File: config.mk
export PLATFORM = sky130hd
export DESIGN_NAME = sgm_front
export DESIGN_NICKNAME = d
export VERILOG_FILES = /design/src/sv/sgm_pkg.sv /design/src/sv/sgm_front.sv
export SDC_FILE = /design/constraint.sdc
export NUM_CORES = 1
export LEC_CHECK = 0
export ABC_AREA = 1
export BUFFER_PORTS_ARGS = -buffer_cell sky130_fd_sc_hd__buf_4
export CAP_MARGIN = 20
export CORE_UTILIZATION = 29
export DETAILED_ROUTE_END_ITERATION = 10
export GPL_ROUTABILITY_DRIVEN = 0
export PLACE_DENSITY = 0.55
export RECOVER_POWER = 100
export SLEW_MARGIN = 20
export SYNTH_ARGS = -nofsm -noshare
export SYNTH_HDL_FRONTEND = slang
export SYNTH_SLANG_ARGS = --single-unit
File: constraint.sdc
create_clock -name i_clk -period 7.04 [get_ports i_clk]
set_input_delay 1.408 -clock i_clk [delete_from_list [all_inputs] [get_ports i_clk]]
set_output_delay 1.408 -clock i_clk [all_outputs]
set_load 0.05 [all_outputs]
File: src/sv/sgm_pkg.sv
// Shared types and constants of the Sobel gradient magnitude block.
package sgm_pkg;

    localparam logic CMD_PIXEL = 1'b0;
    localparam logic CMD_DRAIN = 1'b1;

    localparam logic REG_FRAME_WIDTH  = 1'b0;
    localparam logic REG_FRAME_HEIGHT = 1'b1;

    localparam int CFG_WIDTH = 13;
    localparam int ROW_WIDTH = 12;
    localparam int MAG_WIDTH = 11;

    localparam logic [CFG_WIDTH-1:0] FRAME_WIDTH_RESET  = 13'd640;
    localparam logic [CFG_WIDTH-1:0] FRAME_HEIGHT_RESET = 13'd480;
    localparam logic [CFG_WIDTH-1:0] FRAME_HEIGHT_LIMIT = 13'd4096;
    localparam logic [CFG_WIDTH-1:0] FRAME_SIZE_MIN     = 13'd3;

    localparam int QUEUE_DEPTH = 4;
    localparam int ROOT_STEPS  = 11;

    // One result job handed from the front end to the square root unit.
    typedef struct packed {
        logic signed [10:0] gx;
        logic signed [10:0] gy;
        logic               zero;
        logic               line_end;
        logic               frame_end;
    } t_sgm_job;

    typedef enum logic [1:0] {
        ST_IDLE,
        ST_SQUARE,
        ST_ROOT,
        ST_LOAD
    } t_sgm_back_state;

endpackage

File: src/sv/sgm_front.sv
// Front end: accepts items, keeps the window and positions, and queues result jobs.
module sgm_front #(
    parameter int MAX_WIDTH = 4096
) (
    input  logic                          i_clk,
    input  logic                          i_rst_n,
    input  logic                          i_cfg_we,
    input  logic                          i_cfg_index,
    input  logic [sgm_pkg::CFG_WIDTH-1:0] i_cfg_data,
    input  logic                          i_valid,
    output logic                          o_stall,
    input  logic                          i_command,
    input  logic [7:0]                    i_pixel,
    output logic                          o_ram_re,
    output logic [$clog2(MAX_WIDTH)-1:0]  o_ram_raddr,
    output logic                          o_ram_we,
    output logic [$clog2(MAX_WIDTH)-1:0]  o_ram_waddr,
    output logic [15:0]                   o_ram_wdata,
    input  logic [15:0]                   i_ram_rdata,
    output logic                          o_push,
    output sgm_pkg::t_sgm_job             o_job,
    input  logic                          i_full
);
    import sgm_pkg::*;

    localparam int AW = $clog2(MAX_WIDTH);
    localparam int WW = $clog2(MAX_WIDTH + 1);
    localparam int PW = $clog2(MAX_WIDTH + 2);

    logic [CFG_WIDTH-1:0] r_frame_width, r_frame_height;
    logic                 r_busy, n_busy;
    logic                 r_cmd;
    logic [7:0]           r_pixel;
    logic [AW-1:0]        r_in_col, n_in_col;
    logic [AW-1:0]        r_out_col, n_out_col;
    logic [ROW_WIDTH-1:0] r_out_row, n_out_row;
    logic [PW-1:0]        r_pend, n_pend;
    logic [7:0]           r_win [9];
    logic [7:0]           n_win [9];

    logic [WW-1:0]        w;
    logic [CFG_WIDTH-1:0] h;
    logic [AW-1:0]        col_last, col_minus2;
    logic [ROW_WIDTH-1:0] row_last, row_minus2;
    logic [PW-1:0]        w_plus1;
    logic                 accept, emit, interior, at_line_end;
    logic [7:0]           top_px, mid_px;
    logic [10:0]          gx_pos, gx_neg, gy_pos, gy_neg;

    // Frame size clamped to the supported range.
    always_comb begin
        if (r_frame_width < FRAME_SIZE_MIN) begin
            w = WW'(FRAME_SIZE_MIN);
        end else if (32'(r_frame_width) > 32'(MAX_WIDTH)) begin
            w = WW'(MAX_WIDTH);
        end else begin
            w = WW'(r_frame_width);
        end
        if (r_frame_height < FRAME_SIZE_MIN) begin
            h = FRAME_SIZE_MIN;
        end else if (r_frame_height > FRAME_HEIGHT_LIMIT) begin
            h = FRAME_HEIGHT_LIMIT;
        end else begin
            h = r_frame_height;
        end
    end

    assign col_last   = AW'(w - WW'(1));
    assign col_minus2 = AW'(w - WW'(2));
    assign row_last   = ROW_WIDTH'(h - CFG_WIDTH'(1));
    assign row_minus2 = ROW_WIDTH'(h - CFG_WIDTH'(2));
    assign w_plus1    = PW'(w) + PW'(1);

    assign o_stall     = r_busy | i_full;
    assign accept      = i_valid & ~o_stall;
    assign o_ram_re    = accept;
    assign o_ram_raddr = r_in_col;
    assign top_px      = i_ram_rdata[15:8];
    assign mid_px      = i_ram_rdata[7:0];

    assign interior = (r_out_row != '0) && (r_out_row <= row_minus2)
                   && (r_out_col != '0) && (r_out_col <= col_minus2);
    assign at_line_end = (r_out_col == col_last);

    always_comb begin
        n_busy    = accept;
        n_in_col  = r_in_col;
        n_out_col = r_out_col;
        n_out_row = r_out_row;
        n_pend    = r_pend;
        n_win     = r_win;
        emit      = 1'b0;
        o_ram_we    = 1'b0;
        o_ram_waddr = r_in_col;
        o_ram_wdata = {mid_px, r_pixel};

        if (r_busy) begin
            if (r_cmd == CMD_PIXEL) begin
                o_ram_we = 1'b1;
                for (int r = 0; r < 3; r++) begin
                    n_win[r*3]     = r_win[r*3+1];
                    n_win[r*3 + 1] = r_win[r*3+2];
                end
                n_win[2] = top_px;
                n_win[5] = mid_px;
                n_win[8] = r_pixel;
                n_in_col = (r_in_col == col_last) ? '0 : r_in_col + AW'(1);
                // The item just taken counts as pending; one leaves if more
                // than a line plus one pixel is then outstanding.
                emit   = (r_pend >= w_plus1);
                n_pend = emit ? r_pend : r_pend + PW'(1);
            end else begin
                emit   = (r_pend != '0);
                n_pend = emit ? r_pend - PW'(1) : r_pend;
            end
            if (emit) begin
                if (at_line_end) begin
                    n_out_col = '0;
                    n_out_row = (r_out_row == row_last) ? '0 : r_out_row + ROW_WIDTH'(1);
                end else begin
                    n_out_col = r_out_col + AW'(1);
                end
            end
        end
    end

    // Sobel sums over the updated window; both halves stay below 1024.
    assign gx_pos = {3'b0, n_win[2]} + {2'b0, n_win[5], 1'b0} + {3'b0, n_win[8]};
    assign gx_neg = {3'b0, n_win[0]} + {2'b0, n_win[3], 1'b0} + {3'b0, n_win[6]};
    assign gy_pos = {3'b0, n_win[6]} + {2'b0, n_win[7], 1'b0} + {3'b0, n_win[8]};
    assign gy_neg = {3'b0, n_win[0]} + {2'b0, n_win[1], 1'b0} + {3'b0, n_win[2]};

    assign o_push          = r_busy & emit;
    assign o_job.gx        = signed'(gx_pos - gx_neg);
    assign o_job.gy        = signed'(gy_pos - gy_neg);
    assign o_job.zero      = ~(interior & (r_cmd == CMD_PIXEL));
    assign o_job.line_end  = at_line_end;
    assign o_job.frame_end = at_line_end & (r_out_row == row_last);

    always_ff @(posedge i_clk) begin
        if (!i_rst_n) begin
            r_frame_width  <= FRAME_WIDTH_RESET;
            r_frame_height <= FRAME_HEIGHT_RESET;
            r_busy         <= 1'b0;
            r_in_col       <= '0;
            r_out_col      <= '0;
            r_out_row      <= '0;
            r_pend         <= '0;
            for (int i = 0; i < 9; i++) begin
                r_win[i] <= '0;
            end
        end else begin
            r_busy <= n_busy;
            r_win  <= n_win;
            if (i_cfg_we) begin
                if (i_cfg_index == REG_FRAME_WIDTH) begin
                    r_frame_width <= i_cfg_data;
                end else begin
                    r_frame_height <= i_cfg_data;
                end
                // A register write starts a new frame.
                r_in_col  <= '0;
                r_out_col <= '0;
                r_out_row <= '0;
                r_pend    <= '0;
            end else begin
                r_in_col  <= n_in_col;
                r_out_col <= n_out_col;
                r_out_row <= n_out_row;
                r_pend    <= n_pend;
            end
        end
    end

    always_ff @(posedge i_clk) begin
        if (accept) begin
            r_cmd   <= i_command;
            r_pixel <= i_pixel;
        end
    end

    a_busy_one_cycle: assert property (@(posedge i_clk) disable iff (!i_rst_n)
        r_busy |=> !r_busy)
        else $error("front end stayed busy for more than one cycle");

    a_pending_bound: assert property (@(posedge i_clk) disable iff (!i_rst_n)
        r_pend <= w_plus1)
        else $error("pending result count exceeds one line plus one pixel");

endmodule

==> out/results.txt <==
outcome - finished, violations left
failing checks - max-capacitance violations, max-slew violations
Worst IR Drop VDD - 0.372 mV
Resize count post-CTS - 0
Clock transition at path regs - 0.07 ns
total core area - 39,600 um^2
I/O Pins - 113
sequential share of power - 0.297
Synth Warn # - 0
port bufs - 112
H-tree depth - 4
fillers - 4,264
Critical Path Source Type - flop
iteration-0 DRC count of the detailed router - 575
Layout area overhead - 13.6%
largest net degree at the start of global routing - 75
Final period util - 0.949
Starting Density - 0.294
mapped cell area - 11,600 um^2
most used cell along the critical path - inv_1
final hold violation count - 0
most frequent cells in the layout - 249 x nand2_1, 218 x nor2_1, 199 x inv_1
Synth Net Count - 1,733
delay of the slowest cell on the worst path - 0.54 ns
Final ANT Viol Nets - 0
clk_skew - 0.0152 ns
critical path type - reg2out
die area - 40,900 um^2
Mapped Avg Cell Area - 7.54 um^2
Nets - 1,816
routed wire length - 31,300 um
FF-to-FF path depth - 28
setup bufs post-CTS - 0
hold slack - 0.483 ns
max-cap violation count - 2
Pwr per Cell Area - 240 nW/um^2
Worst Hold Path EP - r_win[37]
DRC viols - 0
worst setup margin - 0.360 ns
WL/cell - 14.5 um
R2R Path Start - r_frame_width[3]
Worst slew margin - -0.996
crit path capture type - primary output
final setup fails - 0
Combinational Power Share - 0.407
CTS tree - yes
Reg area - 3230 um^2
width of the die - 202 um
reg-to-reg critical path endpoint - r_out_row[5]
Crit Path Max Fanout - 15
DIE HEIGHT - 202 um
slowest CP cell - fa_1
Cells after Synth - 1,543
internal power - 1.78 mW
clock root buffer - clkbuf_16
ANT cells - 0
HP Class - reg2reg
clock share of power - 0.295
DP HPWL - 24,700 um
GRT overflow - 0
Most used DFF post-synth - dfxtp_1
multi-input logic area - 7250 um^2
Max Buffers Root-to-Sink - 2
Distinct cells, synth - 50
Worst Hold Depth - 2
Post-synth EDFFs - 9
met3 wire length - 1090 um
total vias in the final route - 10,100
DP Area - 12,900 um^2
post-synthesis register bit count - 157
Switching Share - 0.439
Max Clock Freq - 150 MHz
routed length on met2 - 15,400 um
first-pass GRT wire length - 51,700 um
worst-margin pin slew - 2.99 ns
R2R setup slack - 0.89 ns
commonest non-fill, non-tap cell in the layout - nand2_1
DR top layer - met4
register area share after synthesis - 0.278
vias in the first global route - 10,100
Setup Slack @ Placement - 0.409 ns
leak pwr - 5.92 nW
clock sinks - 157
final instance area - 13,200 um^2
clock latency on the worst-skew pair - 0.45 ns
hold buffer count at cts - 0
critical path data required time - 5.63 ns
Hold Path Origin - r_win[29]
post-layout total power - 3.17 mW
met1 WL - 14,200 um
GR Util All Layers - 0.159
switching power - 1.39 mW
Site Rows - 73
initial antenna violation count - 0
DR vias/cell - 4.66
first drt pass iteration count - 5
RSZ-0062 raised after global routing - false
post-layout min period - 6.68 ns
fraction of layout cells with a size suffix above 1 - 0.0793
arrival time worst endpoint - 5.27 ns
cts bufs inserted - 17
post-synthesis async set-or-reset flop share - 0
Slew Limit Fails - 102
worst path cell trace - nor2_4 -> inv_1 -> buf_4 -> o21ai_1 -> inv_1 -> fa_1 -> inv_1 -> fa_1 -> inv_1 -> fa_1 -> ha_1 -> inv_1 -> fa_1 -> o21ai_0 -> a21oi_1 -> inv_1 -> a21oi_1 -> nor2_1 -> o21ai_0 -> nand2_1 -> xor2_1 -> buf_4
final setup TNS - 0 ns
## synth_stat cells (all sizes together), types with 5 or more instances
cell type,number,area (um^2)
or2,13,81.3
ha,83,1040
xnor2,13,114
o41ai,5,70.1
dfxtp,148,2960
nor2,221,847
o211ai,6,45.0
nor3b,6,60.1
nand3,107,546
nand4,34,219
nor3,21,105
buf,35,264
xor2,56,490
a21oi,73,365
mux2i,31,310
a211oi,8,60.1
o21ai,105,526
edfxtp,9,270
nand2,253,967
inv,203,762
clkbuf,28,105
fa,63,1260
## kinds of logic (layout without fill, tap and decap cells)
kind of cell	Yosys count	count (layout)	synth area share
and+or+nand+nor	661	661	0.246
buffers and inverters	267	363	0.0975
AOI/OAI and AO/OA	212	212	0.102
DFF	157	157	0.278
adders and majority gates	146	146	0.198
xor gates and xnor gates	69	69	0.0519
muxes	31	31	0.0267
## worst max-delay path: cells and delay by family, from the launching register on
| family | cells | cell delay (ns) |
|---|---|---|
| and+or+nand+nor | 3 | 0.34 |
| buffers and inverters | 8 | 1.14 |
| xor gates and xnor gates | 1 | 0.14 |
| DFF | 1 | 0.43 |
| AOI/OAI and AO/OA | 5 | 1.01 |
| adders and majority gates | 5 | 1.76 |
## power groups by stage
stage / Clock (mW) / Sequential, mW / Combinational [mW]
finish: 0.937 / 0.943 / 1.29
global route: 1.00 / 0.946 / 1.42
CTS: 0.961 / 0.942 / 1.39
detailed placement: 0 / 0.963 / 1.38
global placement: 0 / 0.963 / 1.38
floorplan: 0 / 0.960 / 1.01
## metrics by stage
stage / cells / utilization
finish: 2164 / 0.333
global route: 2164 / 0.333
CTS: 2164 / 0.340
detailed placement: 2132 / 0.325
global placement: 2132 / 0.325
floorplan: 1543 / -
## metal layers
| metal | up-vias | track usage |
|---|---|---|
| met5 | - | 0 |
| met1 | 4682 | 0.200 |
| met4 | 0 | 0.0456 |
| li1 | 5171 | - |
| met3 | 36 | 0.0282 |
| met2 | 188 | 0.275 |
## area by class of cell
| type | count | area share |
|---|---|---|
| well taps | 525 | 0.0497 |
| clock inverters | 15 | 0.0118 |
| multi-input cells | 1119 | 0.548 |
| inverters | 204 | 0.0579 |
| clock buffers | 17 | 0.0322 |
| flip-flops and latches | 157 | 0.245 |
| repair buffers | 127 | 0.0555 |
## registers in the layout (all words and copies together) (netlist names)
signal          cells
r_out_row          12
r_pend             13
r_pixel             8
r_out_col          12
r_busy              1
r_frame_height     13
r_cmd               1
r_frame_width      13
r_win              72
o_ram_raddr        12
## worst max path at each step
stage	start	end	slack [ns]	depth (start not counted)
3_3_place_gp	i_ram_rdata[1]	o_job[23]	0.34	17
4_1_cts	r_cmd	o_job[23]	0.16	22
2_1_floorplan	r_cmd	o_job[23]	0.27	17
5_1_grt	r_cmd	o_job[24]	0.02	19
6_report	r_cmd	o_job[23]	0.36	22
3_5_place_dp	i_ram_rdata[9]	o_job[23]	0.41	18
Power figures use the tool's default switching activity.
