--- config.mk ---
export PLATFORM = sky130hd
export DESIGN_NAME = sgm_back
export DESIGN_NICKNAME = d
export VERILOG_FILES = /design/src/sv/sgm_pkg.sv /design/src/sv/sgm_back.sv
export SDC_FILE = /design/constraint.sdc
export NUM_CORES = 1
export LEC_CHECK = 0
export BUFFER_PORTS_ARGS = -buffer_cell sky130_fd_sc_hd__clkbuf_2
export CAP_MARGIN = 40
export CORE_UTILIZATION = 55
export DETAILED_ROUTE_END_ITERATION = 7
export PLACE_DENSITY = 0.77
export SETUP_SLACK_MARGIN = 0.1
export SLEW_MARGIN = 20
export SYNTH_ARGS = -nofsm -noshare
export SYNTH_HDL_FRONTEND = slang
export SYNTH_SLANG_ARGS = --single-unit
--- constraint.sdc ---
create_clock -name i_clk -period 7.3 [get_ports i_clk]
set_input_delay 1.46 -clock i_clk [delete_from_list [all_inputs] [get_ports i_clk]]
set_output_delay 1.46 -clock i_clk [all_outputs]
set_load 0.01 [all_outputs]
--- src/sv/sgm_pkg.sv ---
// Shared types and constants of the Sobel gradient magnitude block.
package sgm_pkg;

    localparam logic CMD_PIXEL = 1'b0;
    localparam logic CMD_DRAIN = 1'b1;

    localparam logic REG_FRAME_WIDTH  = 1'b0;
    localparam logic REG_FRAME_HEIGHT = 1'b1;

    localparam int CFG_WIDTH = 13;
    localparam int ROW_WIDTH = 12;
    localparam int MAG_WIDTH = 11;

    localparam logic [CFG_WIDTH-1:0] FRAME_WIDTH_RESET  = 13'd640;
    localparam logic [CFG_WIDTH-1:0] FRAME_HEIGHT_RESET = 13'd480;
    localparam logic [CFG_WIDTH-1:0] FRAME_HEIGHT_LIMIT = 13'd4096;
    localparam logic [CFG_WIDTH-1:0] FRAME_SIZE_MIN     = 13'd3;

    localparam int QUEUE_DEPTH = 4;
    localparam int ROOT_STEPS  = 11;

    // One result job handed from the front end to the square root unit.
    typedef struct packed {
        logic signed [10:0] gx;
        logic signed [10:0] gy;
        logic               zero;
        logic               line_end;
        logic               frame_end;
    } t_sgm_job;

    typedef enum logic [1:0] {
        ST_IDLE,
        ST_SQUARE,
        ST_ROOT,
        ST_LOAD
    } t_sgm_back_state;

endpackage

--- src/sv/sgm_back.sv ---
// Back end: squares the gradients, takes the integer square root, holds the result.
module sgm_back (
    input  logic                          i_clk,
    input  logic                          i_rst_n,
    input  logic                          i_empty,
    input  sgm_pkg::t_sgm_job             i_job,
    output logic                          o_pop,
    output logic                          o_valid,
    input  logic                          i_stall,
    output logic [sgm_pkg::MAG_WIDTH-1:0] o_magnitude,
    output logic                          o_line_end,
    output logic                          o_frame_end
);
    import sgm_pkg::*;

    localparam int RAD_W = 2 * ROOT_STEPS;
    localparam int REM_W = MAG_WIDTH + 2;
    localparam int CNT_W = $clog2(ROOT_STEPS);
    localparam logic [CNT_W-1:0] LAST_STEP = CNT_W'(ROOT_STEPS - 1);

    t_sgm_back_state       r_state, n_state;
    t_sgm_job              r_job, n_job;
    logic [RAD_W-1:0]      r_rad, n_rad;
    logic [REM_W-1:0]      r_rem, n_rem;
    logic [MAG_WIDTH-1:0]  r_root, n_root;
    logic [CNT_W-1:0]      r_count, n_count;
    logic                  r_out_valid, n_out_valid;
    logic [MAG_WIDTH-1:0]  r_mag;
    logic                  r_line_end, r_frame_end;

    logic                  out_free, load;
    logic signed [RAD_W-1:0] gx_ext, gy_ext;
    logic [RAD_W-1:0]      energy;
    logic [REM_W+1:0]      rem_sh, trial;

    assign gx_ext = RAD_W'(r_job.gx);
    assign gy_ext = RAD_W'(r_job.gy);
    assign energy = RAD_W'(gx_ext * gx_ext) + RAD_W'(gy_ext * gy_ext);

    // One result bit per step: bring down the next two radicand bits and
    // try to subtract 4*root + 1.
    assign rem_sh = {r_rem, r_rad[RAD_W-1 -: 2]};
    assign trial  = (REM_W+2)'({r_root, 2'b01});

    assign out_free = ~r_out_valid | ~i_stall;

    always_comb begin
        n_state = r_state;
        n_job   = r_job;
        n_rad   = r_rad;
        n_rem   = r_rem;
        n_root  = r_root;
        n_count = r_count;
        o_pop   = 1'b0;
        load    = 1'b0;
        case (r_state)
            ST_IDLE: begin
                if (!i_empty) begin
                    o_pop   = 1'b1;
                    n_job   = i_job;
                    n_root  = '0;
                    n_state = i_job.zero ? ST_LOAD : ST_SQUARE;
                end
            end
            ST_SQUARE: begin
                n_rad   = energy;
                n_rem   = '0;
                n_root  = '0;
                n_count = '0;
                n_state = ST_ROOT;
            end
            ST_ROOT: begin
                if (rem_sh >= trial) begin
                    n_rem  = REM_W'(rem_sh - trial);
                    n_root = {r_root[MAG_WIDTH-2:0], 1'b1};
                end else begin
                    n_rem  = REM_W'(rem_sh);
                    n_root = {r_root[MAG_WIDTH-2:0], 1'b0};
                end
                n_rad   = {r_rad[RAD_W-3:0], 2'b00};
                n_count = r_count + CNT_W'(1);
                if (r_count == LAST_STEP) begin
                    n_state = ST_LOAD;
                end
            end
            ST_LOAD: begin
                if (out_free) begin
                    load    = 1'b1;
                    n_state = ST_IDLE;
                end
            end
            default: begin
                n_state = ST_IDLE;
            end
        endcase
        n_out_valid = load | (r_out_valid & i_stall);
    end

    always_ff @(posedge i_clk) begin
        if (!i_rst_n) begin
            r_state     <= ST_IDLE;
            r_out_valid <= 1'b0;
            r_count     <= '0;
        end else begin
            r_state     <= n_state;
            r_out_valid <= n_out_valid;
            r_count     <= n_count;
        end
    end

    always_ff @(posedge i_clk) begin
        r_job  <= n_job;
        r_rad  <= n_rad;
        r_rem  <= n_rem;
        r_root <= n_root;
        if (load) begin
            r_mag       <= r_root;
            r_line_end  <= r_job.line_end;
            r_frame_end <= r_job.frame_end;
        end
    end

    assign o_valid     = r_out_valid;
    assign o_magnitude = r_mag;
    assign o_line_end  = r_line_end;
    assign o_frame_end = r_frame_end;

    a_root_count: assert property (@(posedge i_clk) disable iff (!i_rst_n)
        r_state == ST_ROOT |-> r_count <= LAST_STEP)
        else $error("square root step counter ran past the last step");

    a_square_to_root: assert property (@(posedge i_clk) disable iff (!i_rst_n)
        r_state == ST_SQUARE |=> r_state == ST_ROOT && r_count == '0)
        else $error("square root did not start at its first step");

    a_hold_result: assert property (@(posedge i_clk) disable iff (!i_rst_n)
        r_state == ST_LOAD && r_out_valid && i_stall |=> r_state == ST_LOAD)
        else $error("finished result left the unit while output was stalled");

endmodule

==> results.py, run 1 <==
metrics = {
    "run_status": {
        "status": "finished clean",
    },
    "synthesis": {
        "async_reset_ff_share_pct": 0,
        "synth.cell_area_sq_mm": 0.0125,
        "synth_cells": 1213,
        "synth-seq-area-share_pct": 21.1,
        "syn_avg_cell_area_sq_um": 10.3,
        "post_synth_main_area_contributors": "fa_1, edfxtp_1, ha_1",
        "synth_area_leader_cell": "fa_1",
        "synth-seq-cells": 90,
        "synth_flop_cell": "edfxtp_1",
        "synth_edf_count": 83,
        "yosys.area.top_type_share_pct": 37.5,
        "yosysWarnings": 0,
        "syn_nets": 1585,
        "synth_cell_types": 55,
    },
    "timing": {
        "fmaxAchievable_ghz": 0.146,
        "hold_viol": 0,
        "whs_ps": 422,
        "period_minus_slack_ps": 6830,
        "rsz0062_at_grt": "false",
        "relSlewSlack_pct": 49.1,
        "slew_violations": 0,
        "post-route-period-util_pct": 93.6,
        "worstMarginPinSlew_ps": 763,
        "final.setup.tns_ps": 0,
        "setup_viol": 0,
        "clock_skew_ps": 13.9,
    },
    "grt": {
        "grt_overflow_total": 0,
        "grt_pass1_vias": 8662,
        "grtUsageTotal_pct": 22.9,
        "grt_max_degree": 47,
        "antenna_found_initial": 0,
        "grt_pass1_wl_um": 41500,
    },
    "layout": {
        "drive_gt1_share_pct": 6.97,
        "syn2layout_area_growth_pct": 7.27,
        "layout_commonest_cell": "inv_1",
        "final_cell_mix": "inv_1, fa_1, ha_1, edfxtp_1, nand2_1",
        "nNetsFinal": 1630,
    },
    "floorplanning": {
        "io_pins": 44,
        "row_count": 54,
        "initial_core_util_pct": 56.7,
        "core_sq_mm": 0.0220,
        "die_h_um": 153,
        "die_area_sq_mm": 0.0233,
        "chipWidth_um": 153,
    },
    "routing": {
        "wl_per_cell_um": 15.9,
        "drtPass1Iterations": 7,
        "drt-vias-per-instance": 5.18,
        "drt-total-wl_um": 24500,
        "drt_iter0_drc": 444,
        "vias": 8003,
        "ant_nets": 0,
        "post-route-drc-count": 0,
    },
    "placement": {
        "io_buffers": 43,
        "dp_hpwl_um": 20800,
        "place.gp.congestion": 0.945,
    },
    "hold_path": {
        "hold_class": "register to register",
        "hold_path_depth": 0,
    },
    "critical_path": {
        "rrSetupSlack_ps": 470,
        "endpoint_kind": "register",
        "cpMostUsedCell": "fa_1",
        "crit_end": "r_rad[21]$_DFFE_PP_",
        "cpPeakStageDelay_ps": 650,
        "cp-start-kind": "register",
        "path_class": "register to register",
        "regToRegEndpoint": "r_rad[21]$_DFFE_PP_",
        "crit_required_ps": 7490,
        "cp_max_fo": 13,
        "crit_chain": "nand2_1 -> fa_1 -> inv_1 -> fa_1 -> inv_1 -> fa_1 -> fa_1 -> inv_1 -> fa_1 -> inv_1 -> fa_1 -> fa_1 -> inv_1 -> ha_1 -> nor4_1 -> o21ai_1 -> a2111oi_0 -> nor3b_1 -> o22a_1 -> and4_2 -> nor3_1",
        "cpMaxStageDelayCell": "fa_1",
        "critPathArrivalTime_ps": 7020,
        "setup.worst_path.start": "gx_ext[3]$_DFFE_PP_",
        "r2r_cells": 21,
        "r2r-start": "gx_ext[3]$_DFFE_PP_",
    },
    "clock_tree": {
        "clkTransAtPathRegs_ps": 80,
        "root_buffer": "clkbuf_16",
        "clk_latency_ps": 360,
        "htreeDepth": 3,
        "cts.sinks": 90,
        "ctsResizeCount": 0,
        "cts_tree": "yes",
        "clk_path_buf_depth": 2,
        "cts_buffers": 9,
    },
    "flow_run": {
        "drv_cap": 0,
    },
}
==> routing by layer <==
layer / up-vias / GRT usage [%] / wire length [um]
met1: 3968 / 30.0 / 10500
met3: 62 / 2.84 / 1110
met5: - / 0 / 0
met2: 198 / 38.4 / 12000
li1: 3775 / - / -
met4: 0 / 9.96 / 923
==> stage by stage <==
step                      instance area, sq um  util, %  cells  worst slack (ps)
after floorplan                          12500        -   1213               979
after global routing                     13400     60.8   1543               106
final                                    13400     60.8   1544               465
after CTS                                13400     60.6   1540               512
after global placement                   13000     59.2   1523               656
after detailed placement                 13100     59.3   1524               513
==> worst max-delay path: cells and delay by family (launching register included) <==
| family | cells | cell delay [ps] |
|---|---|---|
| adders and majority gates | 8 | 3890 |
| DFF | 1 | 640 |
| AOI/OAI and AO/OA | 3 | 900 |
| buffers and inverters | 5 | 280 |
| and+or+nand+nor | 5 | 940 |
==> sequential cells by signal, summed over array words and instances, names as in the netlist <==
name / count
gx_ext: 11
gy_ext: 11
o_frame_end: 1
o_line_end: 1
o_magnitude: 11
o_valid: 1
r_count: 4
r_job: 2
r_rad: 22
r_rem: 13
r_root: 11
r_state: 2
==> cells in the mapped netlist (all sizes together), types with 4 or more instances <==
master and instances:
xor2 10, nand2b 5, o21a 4, a21o 14, nor2 65, xnor2 33
nand2 81, dfxtp 7, or3 5, and2 37, fa 234, a211oi 7
nor2b 26, nor3 7, ha 109, edfxtp 83, nand3 5, mux2 5
mux2i 7, inv 341, a31oi 6, o21ai 32, a21oi 23, o31ai 5
clkbuf 22
==> how the worst min path moves through the flow <==
stage | from | to | slack (ps)
finish | r_job[1]$_DFFE_PP_ | o_line_end$_DFFE_PP_ | 420
global route | r_job[1]$_DFFE_PP_ | o_line_end$_DFFE_PP_ | 430
CTS | r_job[1]$_DFFE_PP_ | o_line_end$_DFFE_PP_ | 420
detailed placement | r_job[1]$_DFFE_PP_ | o_line_end$_DFFE_PP_ | 410
global placement | r_job[0]$_DFFE_PP_ | o_frame_end$_DFFE_PP_ | 400
floorplan | r_job[0]$_DFFE_PP_ | o_frame_end$_DFFE_PP_ | 400
==> repair_timing <==
| item | 4_1_cts | 5_1_grt |
|---|---|---|
| buffers inserted | 0 | 2 |
| hold buffers | 0 | 0 |
| endpoints found under the setup margin | 0 | 1 |
| hold endpoints to repair | 0 | 0 |
==> kinds of logic (layout without fill, tap and decap cells) <==
group	after synthesis	count (layout)	share of synthesized area, %
muxes	12	12	1.01
buffers and inverters	367	417	11.1
DFF	90	90	21.1
other	0	1	0
AOI/OAI and AO/OA	109	109	5.69
xor gates and xnor gates	44	44	3.20
adders and majority gates	343	343	48.4
and+or+nand+nor	248	248	9.46
==> cell type report <==
cell class	instances	area [sq um]
Sequential cell	90	2630
Fill cell	1786	8630
Clock buffer	9	225
Antenna cell	1	2.50
Clock inverter	7	76.3
Multi-Input combinational cell	756	8470
Tap cell	280	350
Timing Repair Buffer	59	353
Inverter	342	1280
Power of run 1 is not shown: default switching activity piles up to over one toggle a cycle in this logic, so the estimate is an artifact.
==> run 2, diff against run 1 <==
- PLACE_DENSITY: 0.77 -> not set
- PLACE_DENSITY_LB_ADDON: not set -> 0.3
==> run 2 against run 1 <==
Clock skew decreased by 2.1 ps. Worst hold slack improved by 11 ps. Fmax increased by 2.0%. Critical path depth decreased by 1. First-iteration DRC count decreased by 1.8%. Die area unchanged.
==> results.py, run 2 (synthesized netlist as in run 1, its figures left out) <==
metrics = {
    "layout": {
        "largest_reg_flops": 22,
        "diodes": 0,
        "syn2layout_area_growth_pct": 7.60,
        "instances_no_fill": 1549,
        "layout_commonest_cell": "inv_1",
        "final_area_sq_mm": 0.0134,
        "nNetsFinal": 1636,
        "regMostFlops": "r_rad",
        "biggestRegsByFlops": "r_rad x22, r_rem x13",
        "drive_gt1_share_pct": 7.33,
        "final_cell_mix": "inv_1, fa_1, ha_1, edfxtp_1, nand2_1",
    },
    "placement": {
        "placed_cells": 1525,
        "io_buffers": 43,
        "dp_hpwl_um": 21100,
        "dpl_worst_slack_ps": 578,
        "dpl_cell_area_sq_mm": 0.0131,
        "place.gp.congestion": 0.857,
    },
    "hold_path": {
        "min_from": "r_job[0]$_DFFE_PP_",
        "hold_path_depth": 0,
        "hold_class": "register to register",
        "min_to": "o_frame_end$_DFFE_PP_",
    },
    "timing": {
        "post-route-period-util_pct": 91.8,
        "clock_skew_ps": 11.8,
        "relSlewSlack_pct": 47.2,
        "slew_violations": 0,
        "period_minus_slack_ps": 6700,
        "hold_viol": 0,
        "fmaxAchievable_ghz": 0.149,
        "rsz0062_at_grt": "false",
        "setup_viol": 0,
        "final.setup.tns_ps": 0,
        "fin_ws_ps": 601,
        "worstMarginPinSlew_ps": 792,
    },
    "clock_tree": {
        "cts.sinks": 90,
        "cts_setup_buffers": 0,
        "cts_tree": "yes",
        "hold_buffers": 0,
        "htreeDepth": 3,
        "clkTransAtPathRegs_ps": 80,
        "root_buffer": "clkbuf_16",
        "ctsResizeCount": 0,
        "clk_path_buf_depth": 2,
        "clk_latency_ps": 360,
        "cts_buffers": 9,
    },
    "routing": {
        "vias": 8022,
        "drt_iter0_drc": 436,
        "post-route-drc-count": 0,
        "drt-total-wl_um": 24800,
        "wl_per_cell_um": 16.0,
        "ant_nets": 0,
        "drtPass1Iterations": 5,
        "drt-vias-per-instance": 5.18,
    },
    "critical_path": {
        "path_class": "register to register",
        "r2r-start": "gy_ext[7]$_DFFE_PP_",
        "cp_max_fo": 8,
        "cp-start-kind": "register",
        "r2r_cells": 20,
        "critPathArrivalTime_ps": 6820,
        "endpoint_kind": "register",
        "regToRegEndpoint": "r_rad[21]$_DFFE_PP_",
        "crit_required_ps": 7420,
        "rrSetupSlack_ps": 600,
    },
    "floorplanning": {
        "core_sq_mm": 0.0220,
        "die_area_sq_mm": 0.0233,
        "die_h_um": 153,
        "row_count": 54,
        "initial_core_util_pct": 56.7,
        "io_pins": 44,
        "chipWidth_um": 153,
    },
    "grt": {
        "grt_pass1_vias": 8694,
        "grt_overflow_total": 0,
        "grt_pass1_wl_um": 42300,
        "grt_max_degree": 46,
        "antenna_found_initial": 0,
        "grtUsageTotal_pct": 23.4,
    },
    "flow_run": {
        "drv_cap": 0,
    },
    "run_status": {
        "status": "finished clean",
    },
}
==> run 2: changes by cell type in the layout (fill, tap and decap cells not counted), sizes merged <==
| cell | before | now |
|---|---|---|
| buf | 15 | 21 |
| clkinv | 3 | 2 |
| diode | 1 | 0 |
| inv | 346 | 347 |
==> run 2: per-stage QoR <==
stage	utilization (%)	hold slack (ps)
floorplan	-	400
CTS	60.7	434
global route	61.0	437
detailed placement	59.3	418
finish	61.0	433
global placement	59.3	409
==> run 2: routing by layer <==
| layer | part of all wire, % | vias up | global-route usage [%] | routed length [um] |
|---|---|---|---|---|
| li1 | - | 3787 | - | - |
| met1 | 44 | 4013 | 31.2 | 11000 |
| met2 | 49 | 182 | 40.0 | 12200 |
| met3 | 4.3 | 40 | 3.41 | 1070 |
| met4 | 2.3 | 0 | 6.40 | 561 |
| met5 | 0 | - | 0 | 0 |
==> run 2: how the worst max path moves through the flow <==
| stage | cells after the start | to | start | slack, ps |
|---|---|---|---|---|
| after floorplan | 21 | r_rad[21]$_DFFE_PP_ | gy_ext[10]$_DFFE_PP_ | 980 |
| after global placement | 21 | r_rad[21]$_DFFE_PP_ | gx_ext[3]$_DFFE_PP_ | 670 |
| after detailed placement | 21 | r_rad[21]$_DFFE_PP_ | gx_ext[3]$_DFFE_PP_ | 580 |
| after CTS | 21 | r_rad[21]$_DFFE_PP_ | gx_ext[3]$_DFFE_PP_ | 570 |
| after global routing | 21 | r_rad[19]$_DFFE_PP_ | gx_ext[7]$_DFFE_PP_ | 100 |
| final | 20 | r_rad[21]$_DFFE_PP_ | gy_ext[7]$_DFFE_PP_ | 600 |
==> run 2: final cells by class <==
cell class              count  area, sq um
clock buffers               9          225
inverters                 342         1280
clock inverters             7         73.8
flip-flops and latches     90         2630
repair buffers             65          398
fillers                  1795         8590
multi-input cells         756         8470
well taps                 280          350
==> run 2: worst max-delay path, stage by stage, from the launching register on <==
cell	delay, ps
edfxtp_1	620
inv_1	290
nor2_1	280
ha_1	290
xnor2_1	250
fa_1	450
fa_1	530
fa_1	460
fa_1	420
fa_1	520
inv_1	50
fa_1	470
inv_1	40
ha_1	340
a21o_1	210
a21o_1	200
a2111oi_0	390
nor3b_1	150
o22a_1	240
nor4_1	170
nor3_1	80
Power of run 2 is left out for the same reason.
