[config.mk]
export PLATFORM = sky130hd
export DESIGN_NAME = sgm_fifo
export DESIGN_NICKNAME = d
export VERILOG_FILES = /design/src/sv/sgm_pkg.sv /design/src/sv/sgm_fifo.sv
export SDC_FILE = /design/constraint.sdc
export NUM_CORES = 1
export LEC_CHECK = 0
export ABC_AREA = 1
export CAP_MARGIN = 15
export CORE_AREA = 2 2 75 106
export DETAILED_ROUTE_END_ITERATION = 16
export DIE_AREA = 0 0 77 108
export DONT_BUFFER_PORTS = 1
export PLACE_DENSITY = 0.86
export REMOVE_ABC_BUFFERS = 1
export SYNTH_ARGS = -nofsm -noshare
export SYNTH_HDL_FRONTEND = slang
export SYNTH_SLANG_ARGS = --single-unit
[constraint.sdc]
create_clock -name i_clk -period 3.1 [get_ports i_clk]
set_clock_uncertainty 0.2 [all_clocks]
set_input_delay 0.93 -clock i_clk [delete_from_list [all_inputs] [get_ports i_clk]]
set_output_delay 0.93 -clock i_clk [all_outputs]
set_load 0.005 [all_outputs]
[src/sv/sgm_pkg.sv]
// Shared types and constants of the Sobel gradient magnitude block.
package sgm_pkg;

    localparam logic CMD_PIXEL = 1'b0;
    localparam logic CMD_DRAIN = 1'b1;

    localparam logic REG_FRAME_WIDTH  = 1'b0;
    localparam logic REG_FRAME_HEIGHT = 1'b1;

    localparam int CFG_WIDTH = 13;
    localparam int ROW_WIDTH = 12;
    localparam int MAG_WIDTH = 11;

    localparam logic [CFG_WIDTH-1:0] FRAME_WIDTH_RESET  = 13'd640;
    localparam logic [CFG_WIDTH-1:0] FRAME_HEIGHT_RESET = 13'd480;
    localparam logic [CFG_WIDTH-1:0] FRAME_HEIGHT_LIMIT = 13'd4096;
    localparam logic [CFG_WIDTH-1:0] FRAME_SIZE_MIN     = 13'd3;

    localparam int QUEUE_DEPTH = 4;
    localparam int ROOT_STEPS  = 11;

    // One result job handed from the front end to the square root unit.
    typedef struct packed {
        logic signed [10:0] gx;
        logic signed [10:0] gy;
        logic               zero;
        logic               line_end;
        logic               frame_end;
    } t_sgm_job;

    typedef enum logic [1:0] {
        ST_IDLE,
        ST_SQUARE,
        ST_ROOT,
        ST_LOAD
    } t_sgm_back_state;

endpackage

[src/sv/sgm_fifo.sv]
// Short job queue between the front end and the square root unit.
module sgm_fifo (
    input  logic              i_clk,
    input  logic              i_rst_n,
    input  logic              i_push,
    input  sgm_pkg::t_sgm_job i_data,
    output logic              o_full,
    input  logic              i_pop,
    output logic              o_empty,
    output sgm_pkg::t_sgm_job o_data
);
    import sgm_pkg::*;

    localparam int PTR_W = $clog2(QUEUE_DEPTH);
    localparam int CNT_W = $clog2(QUEUE_DEPTH + 1);

    t_sgm_job           r_mem [QUEUE_DEPTH];
    logic [PTR_W-1:0]   r_wr_ptr, r_rd_ptr;
    logic [CNT_W-1:0]   r_count;
    logic               do_push, do_pop;

    assign o_full  = (r_count == CNT_W'(QUEUE_DEPTH));
    assign o_empty = (r_count == '0);
    assign do_push = i_push & ~o_full;
    assign do_pop  = i_pop & ~o_empty;
    assign o_data  = r_mem[r_rd_ptr];

    always_ff @(posedge i_clk) begin
        if (!i_rst_n) begin
            r_wr_ptr <= '0;
            r_rd_ptr <= '0;
            r_count  <= '0;
        end else begin
            if (do_push) begin
                r_wr_ptr <= r_wr_ptr + PTR_W'(1);
            end
            if (do_pop) begin
                r_rd_ptr <= r_rd_ptr + PTR_W'(1);
            end
            r_count <= r_count + CNT_W'(do_push) - CNT_W'(do_pop);
        end
    end

    always_ff @(posedge i_clk) begin
        if (do_push) begin
            r_mem[r_wr_ptr] <= i_data;
        end
    end

endmodule

==> impl_metrics.yaml, run 1 <==
synthesis:
  yosysMostFrequentCell: "edfxtp_1"
  synth_top_area_frac: 0.700
  syn_inst: 310
  ys_ff_latch: 109
  syn_area_um2: 4290
  synth_edf_count: 100
  ys_warn_count: 0
  post_synth.cell_area_avg_um2: 13.8
  ys_async_sr_fraction: 0
  synth_area_leader_cell: "edfxtp_1"
  yosysSeqAreaShare: 0.742
  synth_area_leaders: "edfxtp_1 (70%), nor2_1 (5.4%), dfxtp_1 (4.2%), o21ai_2 (4.1%), o22ai_1 (3.6%)"
  synthTopCellsByCount: "edfxtp_1 (100), nor2_1 (62), o21ai_1 (25), o22ai_1 (25), o21ai_2 (20)"
  synthDistinctLibCells: 18
  ys.flop_type: "edfxtp_1"
cts:
  cts.htree.levels: 3
  clock_path_buffers: 2
  numClockSinks: 109
  cts-root-buf: "clkbuf_8"
  clk_latency_ns: 0.37
  post_cts_buffers: 0
  ctsHoldBuffers: 0
  cts_resized: 0
  cts_tree: "done"
  numCtsBuffers: 9
  clkSlewWorstSetupHoldPaths_ns: 0.09
grt:
  antenna_found_initial: 0
  grt_overflow: 0
  busiest_layer: "met2"
  grt_pass1_wl_um: 11400
  grt_pass1_vias: 2378
  grt_use_total: 0.184
  met1_usage: 0.196
  grt_max_degree: 51
  use_met3: 0.0693
  grt_use_met2: 0.320
timing:
  slew_violations: 0
  tns_ns: 0
  setup_viol: 0
  fmax_mhz: 333
  hold_viol_final: 0
  grt_setup_unrepaired: "false"
  tightest_slew_ns: 0.624
  max_slew_margin: 0.584
  period_share: 0.969
  finalCriticalPeriod_ns: 3.00
  fin_hold_ws_ns: 0.301
worst_setup_path:
  crit_slowest_cell: "dfxtp_2"
  crit_fanout: 26
  reg2reg_depth: 10
  cp.required_ns: 1.97
  crit_cells: 3
  cp-end-kind: "output port"
  critical_path_buf_inv_count: 1
  slowest_delay_ns: 0.67
  cp-start-kind: "flop"
  critPathTopFamily: "flip-flops"
  crit_type: "reg -> out"
  crit_chain: "buf_4 > o21ai_0 > o22ai_1"
  cp.arrival_ns: 1.87
routing:
  drc: 0
  ant_nets: 0
  wl_per_cell_um: 17.8
  drt_first_pass_iters: 4
  drtIter0Drc: 182
  wl_um: 7410
  viasPerCell: 5.69
  via_count: 2365
placed_design:
  dpl.hpwl_um: 4530
  gp_congestion: 0.738
  io_buffers: 0
  dp_cells: 400
cells_and_area:
  final_util: 0.620
  area_growth_pct: 5.75
  num-fill-cells: 556
  drive_gt1_frac: 0.154
  stdcell_count: 416
  n_antenna_cell: 0
  nets: 350
floorplan:
  core_um2: 7310
  rows: 37
  fp.dieArea_um2: 8320
  ios: 56
  initial_utilization: 0.586
  fp.dieW_um: 77
  die_h_um: 108
power:
  p_leak_nw: 1.56
  ir_worst_vdd_uv: 481
  total_power_mw: 3.40
  p_per_area_nw_per_um2: 750
outcome:
  status: "finished clean"
hold_path:
  hold_depth: 2
  hold_class: "reg -> reg"
flow_run:
  maxCapViolations: 0
## sequential cells by signal (all words and copies together), names as in the netlist, named ones only
| register | flops |
|---|---|
| r_wr_ptr | 2 |
| r_count | 3 |
| r_mem | 100 |
| r_rd_ptr | 2 |
## per-stage QoR
step / setup WS (ns) / cell area [um^2]
6_report: 0.0969 / 4540
5_1_grt: 0.00385 / 4540
4_1_cts: 0.0758 / 4540
3_5_place_dp: 0.507 / 4360
3_3_place_gp: 0.588 / 4360
2_1_floorplan: 0.127 / 4160
## logic make-up after synthesis
group / synth area share
AO/OA/AOI/OAI: 0.118
buffers and inverters: 0.0464
AND/OR/NAND/NOR: 0.0712
flip-flops: 0.742
adder cells (fa/ha/maj): 0.0222
## layer usage
layer / vias to the layer above / wire length [um]
li1: 1124 / -
met1: 1149 / 2630
met2: 74 / 4020
met3: 18 / 583
met4: 0 / 169
met5: - / 0
## worst reg2reg max path, delay by kind of cell, from the launching register on
family        cells  cell delay (ns)
flops             1             0.36
fa+ha+maj         3             0.89
simple gates      6             0.65
buf+inv           1             0.04
## cells in the final DEF (no fill, tap or decap), drive strengths merged, types with 3 or more instances in the layout
| master | count |
|---|---|
| clkinv | 3 |
| nand3 | 4 |
| edfxtp | 100 |
| dfxtp | 9 |
| nand2 | 14 |
| clkbuf | 12 |
| inv | 19 |
| a21oi | 5 |
| ha | 6 |
| buf | 8 |
| nor2 | 62 |
| o21ai | 50 |
| o22ai | 25 |
## area by class of cell
class | count | area (um^2) | share of cell area
clock buffers | 12 | 156 | 0.0345
clock inverters | 4 | 22.5 | 0.00497
inverters | 19 | 73.8 | 0.0163
multi-input cells | 167 | 917 | 0.202
flip-flops and latches | 109 | 3180 | 0.702
well taps | 97 | 121 | 0.0268
repair buffers | 8 | 60.1 | 0.0132
## path summary, 6_finish.rpt
check / from / to / slack (ns)
setup / recovery: flop / o_data[22] / 0.1
hold / removal: r_rd_ptr[0] / r_rd_ptr[0] / 0.30
setup reg to reg: r_count[1] / r_count[2] / 0.91
hold reg to reg: r_rd_ptr[0] / r_rd_ptr[0] / 0.30
## report_power, final
| part | internal (mW) | switching [mW] | total (mW) |
|---|---|---|---|
| clock | 0.338 | 0.438 | 0.775 |
| combinational | 0.226 | 0.517 | 0.743 |
| sequential | 1.80 | 0.0866 | 1.88 |
| total | 2.36 | 1.04 | 3.40 |
(Power assumes the default switching activity.)
==> inputs of run 2 (changes only) <==
--- a/config.mk
+++ b/config.mk
@@ -9,7 +9,7 @@
 export CAP_MARGIN = 15
-export CORE_AREA = 2 2 75 106
+export CORE_AREA = 2 2 93 131
 export DETAILED_ROUTE_END_ITERATION = 16
-export DIE_AREA = 0 0 77 108
+export DIE_AREA = 0 0 95 133
 export DONT_BUFFER_PORTS = 1
-export PLACE_DENSITY = 0.86
+export PLACE_DENSITY = 0.65
 export REMOVE_ABC_BUFFERS = 1
==> constraint.sdc (replaced) <==
create_clock -name i_clk -period 2.6 [get_ports i_clk]
set_clock_uncertainty 0.2 [all_clocks]
set_input_delay 0.78 -clock i_clk [delete_from_list [all_inputs] [get_ports i_clk]]
set_output_delay 0.78 -clock i_clk [all_outputs]
set_load 0.02 [all_outputs]
==> run 2 against run 1 <==
Sequential share of layout area decreased by 6.8 points; global-route usage decreased by 4.7 points; sequential power increased by 19%; first-iteration DRC count decreased by 40%; highest routed layer unchanged; sequential cell count unchanged; core utilization decreased by 19 points; via count increased by 4.2%; critical endpoint unchanged.
==> impl_metrics.yaml, run 2 (same netlist as run 1, synthesis figures left out) <==
placed_design:
  io_buffers: 0
  gp_congestion: 0.710
  dp_cells: 471
  dpl.hpwl_um: 5160
worst_setup_path:
  slowest_delay_ns: 0.38
  crit_chain: "buf_4 > o21ai_0 > o22ai_1 > buf_4"
  crit_type: "reg -> out"
  crit_slowest_cell: "dfxtp_1"
  cp-start-kind: "flop"
  cp.arrival_ns: 1.48
  crit_fanout: 15
  cp-end-kind: "output port"
  cp.required_ns: 1.62
  critPathTopFamily: "buffers and inverters"
  critical_path_buf_inv_count: 2
  crit_path_frequent_cell: "buf_4"
floorplan:
  fp.dieW_um: 95
  core_um2: 11600
  die_h_um: 133
  rows: 47
  initial_utilization: 0.370
  fp.dieArea_um2: 12600
  ios: 56
timing:
  grt_setup_unrepaired: "false"
  finalCriticalPeriod_ns: 2.46
  tightest_slew_ns: 0.405
  max_slew_margin: 0.730
  period_share: 0.945
  setup_viol: 0
  slew_violations: 0
  hold_viol_final: 0
  fmax_mhz: 407
grt:
  grt_max_degree: 26
  grt_pass1_wl_um: 12600
  grt_overflow: 0
  grt_use_met2: 0.234
  met1_usage: 0.149
  grt_use_total: 0.137
  grt_pass1_vias: 2458
  busiest_layer: "met2"
  antenna_found_initial: 0
  use_met3: 0.0530
routing:
  drc: 0
  wl_per_cell_um: 16.7
  wl_um: 8170
  viasPerCell: 5.05
  drtIter0Drc: 109
  drt_first_pass_iters: 4
  ant_nets: 0
  via_count: 2464
power:
  p_leak_nw: 1.78
  total_power_mw: 5.06
  ir_worst_vdd_uv: 446
  p_per_area_nw_per_um2: 1010
cells_and_area:
  area_growth_pct: 17.2
  top_regs: "r_mem (100), r_count (3)"
  drive_gt1_frac: 0.238
  n_antenna_cell: 0
  nets: 372
  largest_register_ffs: 100
  final_util: 0.434
  top_register: "r_mem"
  final_common_cell: "edfxtp_1"
  final_cell_mix: "edfxtp_1 (100), nor2_1 (58), buf_4 (26)"
  stdcell_count: 488
flow_run:
  maxCapViolations: 0
cts:
  cts.htree.levels: 3
  numClockSinks: 109
  clkSlewWorstSetupHoldPaths_ns: 0.07
  clock_path_buffers: 2
  cts-root-buf: "clkbuf_16"
  ctsHoldBuffers: 0
  clk_latency_ns: 0.34
  numCtsBuffers: 9
  cts_tree: "done"
outcome:
  status: "finished clean"
hold_path:
  hold_class: "reg -> reg"
## run 2: changes by cell type in the layout (fill, tap and decap cells not counted), moves of 8 or more
cell,change
o22ai_2,+8
buf_4,+18
clkbuf_8,-9
o22ai_1,-8
clkbuf_16,+8
## run 2: layout make-up
type / count / area [um^2]
tap: 147 / 184
inverter: 19 / 83.8
fill: 1015 / 6560
multi-input combinational: 167 / 987
sequential: 109 / 3190
clock inverter: 7 / 92.6
timing repair buffer: 30 / 267
clock buffer: 9 / 225
## run 2: power by group
part	internal (mW)	switching [mW]	leakage [nW]	total [mW]
clock network	0.772	0.628	0.155	1.40
logic	0.500	0.938	0.629	1.44
registers	2.14	0.0822	0.991	2.23
total	3.42	1.65	1.78	5.06
## run 2: path summary, 6_finish.rpt
kind / end / start / slack, ns / depth (start not counted)
max: o_data[22] / flop / 0.14 / 4
min: r_rd_ptr[0] / r_rd_ptr[0] / 0.30 / 2
max reg2reg: r_count[2] / r_count[1] / 0.35 / 11
min reg2reg: r_rd_ptr[0] / r_rd_ptr[0] / 0.30 / 2
## run 2: metrics by stage
step | TNS [ns] | cell area, um^2 | setup slack [ns] | hold WS (ns)
CTS | 0 | 5000 | 0.00959 | 0.305
finish | 0 | 5030 | 0.142 | 0.301
floorplan | -7.36 | 4160 | -0.305 | 0.248
detailed placement | 0 | 4630 | 0.227 | 0.286
global placement | 0 | 4630 | 0.246 | 0.267
global route | 0 | 5030 | 0.0323 | 0.305
## run 2: worst register-to-register path, stage by stage (launching register included)
cell and delay (ns):
dfxtp_1 0.33, nor2_1 0.15, nand2_1 0.14, inv_1 0.20, nor2_1 0.08, ha_1 0.27, inv_1 0.04, ha_1 0.18
fa_1 0.38, nand3_1 0.09, nand2_1 0.05, nor2_1 0.08
## run 2: routing by layer
layer | part of all wire | vias up | wire (um)
met5 | 0 | - | 0
met4 | 0.0093 | 0 | 76
met3 | 0.059 | 5 | 482
met2 | 0.53 | 46 | 4370
met1 | 0.40 | 1239 | 3250
li1 | - | 1174 | -
## run 2: timing repair
action | CTS | global route
endpoints found under the setup margin | 23 | 12
buffers inserted | 0 | 1
hold endpoints to repair | 0 | 0
pin swaps | 0 | 0
gates resized for setup | 9 | 4
==> inputs of run 3 (changes only) <==
Settings changed: REMOVE_ABC_BUFFERS 1 to not set.
==> run 3 against run 2 <==
Hold slack better by 0.019 ns; sequential cell count stayed put; sequential share of layout area up 0.93 points; via count shrank 1.8%; non-clock buffer count is 5 lower; critical path depth unchanged; setup slack got worse by 0.066 ns; combinational power down 6%; clock power about the same; sequential power barely moved; total power is 1.9% lower; die area stayed put; largest power group unchanged; highest routed layer unchanged.
==> impl_metrics.yaml, run 3 (same netlist as run 1, synthesis figures left out) <==
outcome:
  status: "finished clean"
cells_and_area:
  largest_register_ffs: 100
  final_cell_mix: "edfxtp_1 (100), nor2_1 (58), o21ai_1 (25)"
  top_register: "r_mem"
  final_util: 0.427
  top_regs: "r_mem (100), r_count (3)"
  num-fill-cells: 1021
  n_antenna_cell: 0
  stdcell_count: 483
  nets: 367
  final_common_cell: "edfxtp_1"
  drive_gt1_frac: 0.214
  area_growth_pct: 15.4
cts:
  cts.htree.levels: 3
  clock_path_buffers: 2
  numClockSinks: 109
  clkSlewWorstSetupHoldPaths_ns: 0.07
  ctsHoldBuffers: 0
  clk_latency_ns: 0.34
  cts_tree: "done"
  cts-root-buf: "clkbuf_16"
  post_cts_buffers: 0
  numCtsBuffers: 9
timing:
  tightest_slew_ns: 0.524
  grt_setup_unrepaired: "false"
  hold_viol_final: 0
  max_slew_margin: 0.655
  fmax_mhz: 396
  tns_ns: 0
  setup_viol: 0
  finalCriticalPeriod_ns: 2.52
  slew_violations: 0
  fin_hold_ws_ns: 0.320
  period_share: 0.971
routing:
  wl_per_cell_um: 16.9
  wl_um: 8190
  drc: 0
  drt_first_pass_iters: 4
  via_count: 2419
  drtIter0Drc: 157
  ant_nets: 0
  viasPerCell: 5.01
synthesis:
  syn_nets: 346
grt:
  grt_overflow: 0
  grt_use_total: 0.137
  antenna_found_initial: 0
  grt_pass1_vias: 2458
  grt_use_met2: 0.236
  grt_max_degree: 26
  met1_usage: 0.143
  grt_pass1_wl_um: 12600
  busiest_layer: "met2"
  use_met3: 0.0649
power:
  p_per_area_nw_per_um2: 1000
  internal_power_mw: 3.41
  combPwrFrac: 0.271
  sw_frac_of_total: 0.313
  p_seq_frac: 0.447
  total_power_mw: 4.97
  ir_worst_vdd_uv: 509
  p_leak_nw: 1.73
  clkPwrFrac: 0.281
  p_sw_mw: 1.56
placed_design:
  dp_cells: 467
  io_buffers: 0
  dpl.hpwl_um: 5330
  gp_congestion: 0.696
worst_setup_path:
  cp.arrival_ns: 1.54
  cp-start-kind: "flop"
  crit_type: "reg -> out"
  cp-end-kind: "output port"
  crit_fanout: 18
  cp.required_ns: 1.62
floorplan:
  ios: 56
  core_um2: 11600
  fp.dieArea_um2: 12600
  die_h_um: 133
  initial_utilization: 0.370
  rows: 47
  fp.dieW_um: 95
flow_run:
  maxCapViolations: 0
hold_path:
  hold_class: "reg -> reg"
## run 3: area by class of cell
class / count / area, um^2 / share of cell area
clock inverter: 5 / 75.1 / 0.0152
clock buffer: 11 / 233 / 0.0470
timing repair buffer: 25 / 213 / 0.0430
multi-input combinational: 167 / 987 / 0.199
sequential: 109 / 3180 / 0.643
tap: 147 / 184 / 0.0372
inverter: 19 / 73.8 / 0.0149
## run 3: final timing paths
| check | from | endpoint | slack (ns) | cells past startpoint |
|---|---|---|---|---|
| setup / recovery | flop | o_data[0] | 0.08 | 4 |
| hold / removal | r_rd_ptr[0] | r_rd_ptr[0] | 0.32 | 2 |
| setup reg to reg | r_count[1] | r_count[2] | 0.38 | 10 |
| hold reg to reg | r_rd_ptr[0] | r_rd_ptr[0] | 0.32 | 2 |
## run 3: power groups by stage
stage	Clock [mW]	Sequential (mW)	Combinational (mW)
finish	1.40	2.22	1.35
global route	1.50	2.24	1.49
floorplan	0	2.24	0.982
CTS	1.44	2.22	1.34
detailed placement	0	2.26	1.34
global placement	0	2.25	1.31
## run 3: timing repair
action                                 in CTS  in global routing
endpoints found under the hold margin       0                  0
resized for setup                           0                  8
setup endpoints to repair                   0                  8
## run 3: per-layer routing
| metal | share of wire | vias to the layer above | wire length (um) |
|---|---|---|---|
| li1 | - | 1160 | - |
| met1 | 0.40 | 1200 | 3240 |
| met2 | 0.52 | 49 | 4240 |
| met3 | 0.070 | 10 | 573 |
| met4 | 0.016 | 0 | 130 |
| met5 | 0 | - | 0 |
## run 3: worst max-delay path, cell delays in order (launching register included)
cell	delay, ns
dfxtp_2	0.37
inv_4	0.15
buf_12	0.18
nor2_1	0.06
o22ai_1	0.44
## run 3: metrics by stage
| stage | cell area [um^2] | setup WS [ns] |
|---|---|---|
| after floorplan | 4290 | 0.0287 |
| after global placement | 4590 | 0.378 |
| after detailed placement | 4590 | 0.365 |
| after CTS | 4900 | 0.00899 |
| after global routing | 4950 | 0.000302 |
| final | 4950 | 0.0760 |
